[src/rtl/sst_pkg.sv]
// ----------------------------------------------------------------------------
// sst_pkg
// Shared types and codes of the sorted symbol table: action and status codes,
// sequencer states, and the control and sweep packet structs of the cell chain.
// ----------------------------------------------------------------------------
package sst_pkg;

  localparam int ACT_W  = 3;
  localparam int STAT_W = 2;
  localparam int RANK_W = 6;

  localparam logic [ACT_W-1:0] ACT_INSERT     = 3'd0;
  localparam logic [ACT_W-1:0] ACT_INSERT_NEW = 3'd1;
  localparam logic [ACT_W-1:0] ACT_SEARCH     = 3'd2;
  localparam logic [ACT_W-1:0] ACT_SELECT     = 3'd3;
  localparam logic [ACT_W-1:0] ACT_DELETE     = 3'd4;

  localparam logic [STAT_W-1:0] STAT_OK   = 2'd0;
  localparam logic [STAT_W-1:0] STAT_MISS = 2'd1;
  localparam logic [STAT_W-1:0] STAT_FULL = 2'd2;
  localparam logic [STAT_W-1:0] STAT_RANK = 2'd3;

  typedef enum logic [1:0] {
    SEQ_IDLE,
    SEQ_SWEEP,
    SEQ_APPLY
  } seq_state_t;

  // broadcast control from the sequencer to every cell
  typedef struct packed {
    logic [ACT_W-1:0] action;
    logic             ins_go;
  } sst_ctl_t;

  // sweep packet flags handed from cell to cell
  typedef struct packed {
    logic tok;
    logic found;
  } sst_pkt_t;

endpackage

[src/rtl/sst_cell.sv]
// ----------------------------------------------------------------------------
// sst_cell
// One slot of the sorted table. Holds a key and a value, compares them with
// the current command, passes the sweep packet to its right-hand neighbour,
// shifts right on insert and left behind a deleted entry.
// ----------------------------------------------------------------------------
module sst_cell #(
  parameter int KEY_BITS   = 32,
  parameter int VALUE_BITS = 16,
  parameter int CW         = 7,
  parameter int IDX        = 0
) (
  input  logic                  clk,
  input  logic                  rst_n,
  input  sst_pkg::sst_ctl_t     ctl,
  input  logic [KEY_BITS-1:0]   cmd_key,
  input  logic [VALUE_BITS-1:0] cmd_value,
  input  logic [CW-1:0]         cmd_rank,
  input  logic [CW-1:0]         count,
  input  logic [KEY_BITS-1:0]   left_key,
  input  logic [VALUE_BITS-1:0] left_value,
  input  logic                  left_lt,
  input  logic [KEY_BITS-1:0]   right_key,
  input  logic [VALUE_BITS-1:0] right_value,
  input  sst_pkg::sst_pkt_t     pkt_in,
  input  logic [KEY_BITS-1:0]   pkt_key_in,
  input  logic [VALUE_BITS-1:0] pkt_value_in,
  output logic [KEY_BITS-1:0]   key_o,
  output logic [VALUE_BITS-1:0] value_o,
  output logic                  lt_o,
  output sst_pkg::sst_pkt_t     pkt_o,
  output logic [KEY_BITS-1:0]   pkt_key_o,
  output logic [VALUE_BITS-1:0] pkt_value_o
);

  logic [KEY_BITS-1:0]   key_r;
  logic [VALUE_BITS-1:0] value_r;
  sst_pkg::sst_pkt_t     pkt_r, pkt_nxt;
  logic [KEY_BITS-1:0]   pkt_key_r, pkt_key_nxt;
  logic [VALUE_BITS-1:0] pkt_value_r, pkt_value_nxt;
  logic                  occ;
  logic                  key_eq;
  logic                  hit;

  always_comb begin
    occ    = CW'(IDX) < count;
    key_eq = occ && (key_r == cmd_key);
    lt_o   = occ && ($signed(key_r) < $signed(cmd_key));
    case (ctl.action)
      sst_pkg::ACT_INSERT,
      sst_pkg::ACT_INSERT_NEW,
      sst_pkg::ACT_SEARCH: begin
        hit = key_eq && !pkt_in.found;
      end
      sst_pkg::ACT_SELECT: begin
        hit = occ && (cmd_rank == CW'(IDX));
      end
      sst_pkg::ACT_DELETE: begin
        hit = key_eq && (value_r == cmd_value) && !pkt_in.found;
      end
      default: begin
        hit = 1'b0;
      end
    endcase
    hit           = hit && pkt_in.tok;
    pkt_nxt.tok   = pkt_in.tok;
    pkt_nxt.found = pkt_in.tok && (pkt_in.found || hit);
    pkt_key_nxt   = hit ? key_r : pkt_key_in;
    pkt_value_nxt = hit ? value_r : pkt_value_in;
  end

  always_ff @(posedge clk) begin
    if (!rst_n) begin
      pkt_r <= '0;
    end else begin
      pkt_r <= pkt_nxt;
    end
  end

  always_ff @(posedge clk) begin
    pkt_key_r   <= pkt_key_nxt;
    pkt_value_r <= pkt_value_nxt;
    if (ctl.ins_go) begin
      if (!lt_o) begin
        key_r   <= left_lt ? cmd_key : left_key;
        value_r <= left_lt ? cmd_value : left_value;
      end
    end else if (ctl.action == sst_pkg::ACT_DELETE && pkt_r.tok && pkt_r.found) begin
      // entry at or after the deleted one closes the gap
      key_r   <= right_key;
      value_r <= right_value;
    end
  end

  assign key_o       = key_r;
  assign value_o     = value_r;
  assign pkt_o       = pkt_r;
  assign pkt_key_o   = pkt_key_r;
  assign pkt_value_o = pkt_value_r;

endmodule

[config.mk]
export PLATFORM = sky130hd
export DESIGN_NAME = sst_cell
export DESIGN_NICKNAME = d
export VERILOG_FILES = /design/src/rtl/sst_pkg.sv /design/src/rtl/sst_cell.sv
export SDC_FILE = /design/constraint.sdc
export NUM_CORES = 1
export LEC_CHECK = 0
export ABC_AREA = 1
export BUFFER_PORTS_ARGS = -buffer_cell sky130_fd_sc_hd__buf_2
export CORE_ASPECT_RATIO = 0.8
export CORE_MARGIN = 4
export CORE_UTILIZATION = 41
export DETAILED_ROUTE_END_ITERATION = 10
export GPL_TIMING_DRIVEN = 1
export PLACE_DENSITY = 0.76
export SYNTH_ARGS = -nofsm -noshare
export SYNTH_HDL_FRONTEND = slang
export SYNTH_SLANG_ARGS = --single-unit
[constraint.sdc]
create_clock -name clk -period 4.8 [get_ports clk]
set_input_delay 0.24 -clock clk [delete_from_list [all_inputs] [get_ports clk]]
set_output_delay 0.24 -clock clk [all_outputs]
set_load 0.05 [all_outputs]
==> impl_summary.md <==
Worst setup path
The count of buffer and inverter cells on the critical path is 1. The required time reported for the critical path endpoint is 4.83 ns. The cell that appears most often on the critical path is sky130_fd_sc_hd__nand2_1.

The worst stage delay on the critical path is 0.61 ns. The arrival time at the worst endpoint is 3.31 ns. By startpoint and endpoint, the worst setup path is classified as flop to flop. The cell at the slowest stage of the critical path is sky130_fd_sc_hd__nand2_2. Along the worst path, the maximum fanout reaches 32. STA classifies the critical path startpoint as a flop. Traced cell by cell, the critical path runs through ha_1, nand2_1, nor2_2, nand4_1, nor2_1, nand2_1, nand3_1, nand2_1, nand3_1, nand2_1, nand2_2, buf_4.

The kind of cell with the highest combined delay on the critical path is simple AND/OR/NAND/NOR gates. The worst setup path is captured at a flop.

Yosys
After Yosys synthesis, XOR and XNOR cells account for 0.480% of the synthesized area. Yosys printed 0 warnings. The post-synth design cell area is 5470 um^2. The main combinational cell family by area after synthesis is simple AND/OR/NAND/NOR gates. Of the synthesized area, sequential elements account for 44.7%. Averaged over all synthesized cells, the footprint is 7.47 um^2.

After synthesis, the share of cell area in mux cells is 0%. The netlist uses 26 different library cells. The complex-gate fraction of the synthesized area is 10.5%. After synthesis the netlist holds a flip-flop and latch count of 98.

The synthesized netlist devotes 7.32% of its cell area to adder and majority cells. The synthesized instance count is 732. The number of nets in the synthesized netlist is 979. The simple-gate share of the synthesized area is 28.8%.

Pwr
The static leakage is 3.96 nW. IR analysis of the VDD net gives a maximum drop of 170 uV. For this design the ratio of total power to cell area is 318 nW/um^2.

Clocking
The TritonCTS clock tree is built. The maximum buffer depth of the clock tree is 2. Clock-pin slew was measured on the worst setup and hold paths at 0.07 ns. In this run, post-CTS hold repair placed 0 buffers. Post-CTS repair changed the size of 0 cells. The clock latency at the later pin of the worst-skew pair is 0.35 ns.

The post-CTS repair timing setup buffer count is 0. Buffers inserted during clock tree synthesis total 9. The CTS root buffer is sky130_fd_sc_hd__clkbuf_16. The H-tree depth is 3. The clock net sink count is 98.

Global route
After global routing, the most crowded layer is met2. The number of antenna violations at the first check in global routing is 0. The maximum number of pins on one net before global-route repair is 51. The overall track demand over capacity in global routing is 24.8%.

The number of global-route vias before repair was 5631. The met2 track utilization from global routing is 42.3%. The aggregate global routing overflow is 0. The met3 capacity usage during global routing is 7.85%.

The met1 track demand over resource in global routing is 30.5%. The first global-routing pass estimated 29.5 mm of wire.

Final layout
The count of antenna diodes in the layout is 0. After routing the design area is 7410 um^2. Cells fill 57.2% of the core in the end. The fraction of layout cells with a size suffix above 1 is 33.3%. The post-synthesis to final-layout area growth is 35.5%. The multi-input logic area is 2580 um^2. The number of nets in the finished design is 1269. Counting the fill cells in the layout gives 1276. Summing all flip-flop and latch instances after layout gives 2440 um^2.

STA
The final number of max-transition violations is 0. Between clock sinks in the finished design, the worst skew comes to 0.00829 ns. The portion of the clock cycle consumed by the worst path in the final layout is 68.5%.

The routed design could run at a clock period as short as 3.29 ns. The minimum hold slack is 0.0802 ns. The headroom to the max-slew limit is 25.3%. For the pin with the worst max-slew slack, the measured transition is 1.12 ns. The total count of hold-check failures in the final report was 0. The achievable clock frequency is 304 MHz.

Summed over all failing endpoints, the final setup total negative slack is 0 ns. Setup repair after global routing left no endpoint under its margin. Setup violations remaining at the end of the flow were counted as 0.

Detailed routing
The antenna violation net count after detailed routing is 0. Using the TritonRoute via totals, the vias-per-cell ratio works out to 5.04. For this run, design rule violations remaining after detail routing come to 0. In the final routed layout, each cell accounts on average for 16.4 um. The routed wire length is 19.7 mm. The first detailed-routing pass ran for 5 iterations. The number of DRC markers in iteration 0 is 385. The total via count after detailed routing is 6056.

Floorplan
The number of standard-cell rows in the floorplan is 37. From left edge to right edge, the die measures 137 um. The core region is 13000 um^2. The area of the die is 15300 um^2. The initial standard-cell utilization of the core is 42.2%. 314 I/O pins were placed.

From bottom edge to top edge, the die measures 111 um.

Place
Summed over all nets, the half-perimeter wirelength after detailed placement is 14.7 mm. The number of buffers added on ports is 313. The instance area at placement is 7120 um^2. The congestion estimate from routability-driven global placement came to 0.855.

Outcome
The run finished with clean final reports.

Job
Max-cap violations in this run came to 0.

Worst hold path
The worst hold-check path type is input pin to flop.
-- where the power goes --
| group | internal [mW] | switching (mW) | leakage (nW) |
|---|---|---|---|
| clock network | 0.393 | 0.315 | 0.147 |
| registers | 0.960 | 0.0428 | 0.872 |
| logic | 0.188 | 0.457 | 2.94 |
| total | 1.54 | 0.814 | 3.96 |
-- worst reg2reg max path, delay by kind of cell (launching register included) --
family	cells	cell delay [ns]
buf+inv	1	0.39
fa+ha+maj	1	0.39
simple gates	10	1.72
flops	1	0.46
-- flip-flops by register name, summed over array words and instances (netlist names) --
name         count
key_o           32
pkt_key_o       32
value_o         16
pkt_value_o     16
pkt_o            2
-- per-stage QoR --
step	setup WS, ns	std cells	total power, mW
2_1_floorplan	1.56	732	1.43
3_3_place_gp	1.41	1186	1.65
3_5_place_dp	1.38	1186	1.67
4_1_cts	1.38	1201	2.37
5_1_grt	1.17	1201	2.46
6_report	1.51	1201	2.36
-- cells by family (layout without fill, tap and decap cells) --
group	after synthesis	after routing
DFF	98	98
and+or+nand+nor	375	375
adders and majority gates	32	32
AOI/OAI and AO/OA	113	113
buffers and inverters	111	405
xor gates and xnor gates	3	3
-- final timing paths --
path,start,cells past startpoint,to,slack [ns]
setup / recovery,key_o[31],12,value_o[3],1.51
setup reg to reg,key_o[31],12,value_o[3],1.51
hold / removal,pkt_key_in[21],3,pkt_key_o[21],0.08
hold reg to reg,key_o[23],2,pkt_key_o[23],0.54
-- cell usage after synthesis (all sizes together) --
cell type / number / area [um^2]
o21a: 2 / 15.0
dfxtp: 50 / 1000
buf: 9 / 67.6
o21ai: 98 / 490
ha: 32 / 400
nor3b: 1 / 7.51
nor4: 3 / 18.8
a21oi: 11 / 55.1
and2b: 1 / 7.51
clkbuf: 32 / 120
inv: 69 / 259
a21o: 2 / 15.0
edfxtp: 48 / 1440
nor3: 1 / 5.00
nand4: 53 / 332
clkinv: 1 / 3.75
nand2: 221 / 832
xor2: 3 / 26.3
nor2: 89 / 337
nand3: 6 / 35.0
-- per-layer routing --
metal,part of all wire (%),vias up
met5,0,-
met4,1.7,0
met3,10,30
met2,49,328
met1,39,2705
li1,-,2993
-- cells in the final DEF, fill, tap and decap left out, types with 2 or more instances in the layout --
master,count
sky130_fd_sc_hd__inv_1,67
sky130_fd_sc_hd__a21o_1,2
sky130_fd_sc_hd__nand2_1,219
sky130_fd_sc_hd__clkbuf_16,10
sky130_fd_sc_hd__edfxtp_1,48
sky130_fd_sc_hd__nor2_1,88
sky130_fd_sc_hd__a21oi_1,11
sky130_fd_sc_hd__o21ai_0,98
sky130_fd_sc_hd__xor2_1,3
sky130_fd_sc_hd__inv_2,3
sky130_fd_sc_hd__o21a_1,2
sky130_fd_sc_hd__inv_4,2
sky130_fd_sc_hd__clkinv_2,2
sky130_fd_sc_hd__nand2_2,2
sky130_fd_sc_hd__buf_4,7
sky130_fd_sc_hd__dfxtp_1,50
sky130_fd_sc_hd__nor4_1,3
sky130_fd_sc_hd__ha_1,32
sky130_fd_sc_hd__buf_2,313
sky130_fd_sc_hd__nand3_1,5
sky130_fd_sc_hd__nand4_1,53
-- cell type report --
class	instances	area share (%)
tap	175	2.96
sequential	98	33.0
multi-input combinational	523	34.8
clock inverter	4	0.304
timing repair buffer	320	21.9
clock buffer	11	3.56
inverter	70	3.55
(Power assumes the default switching activity.)
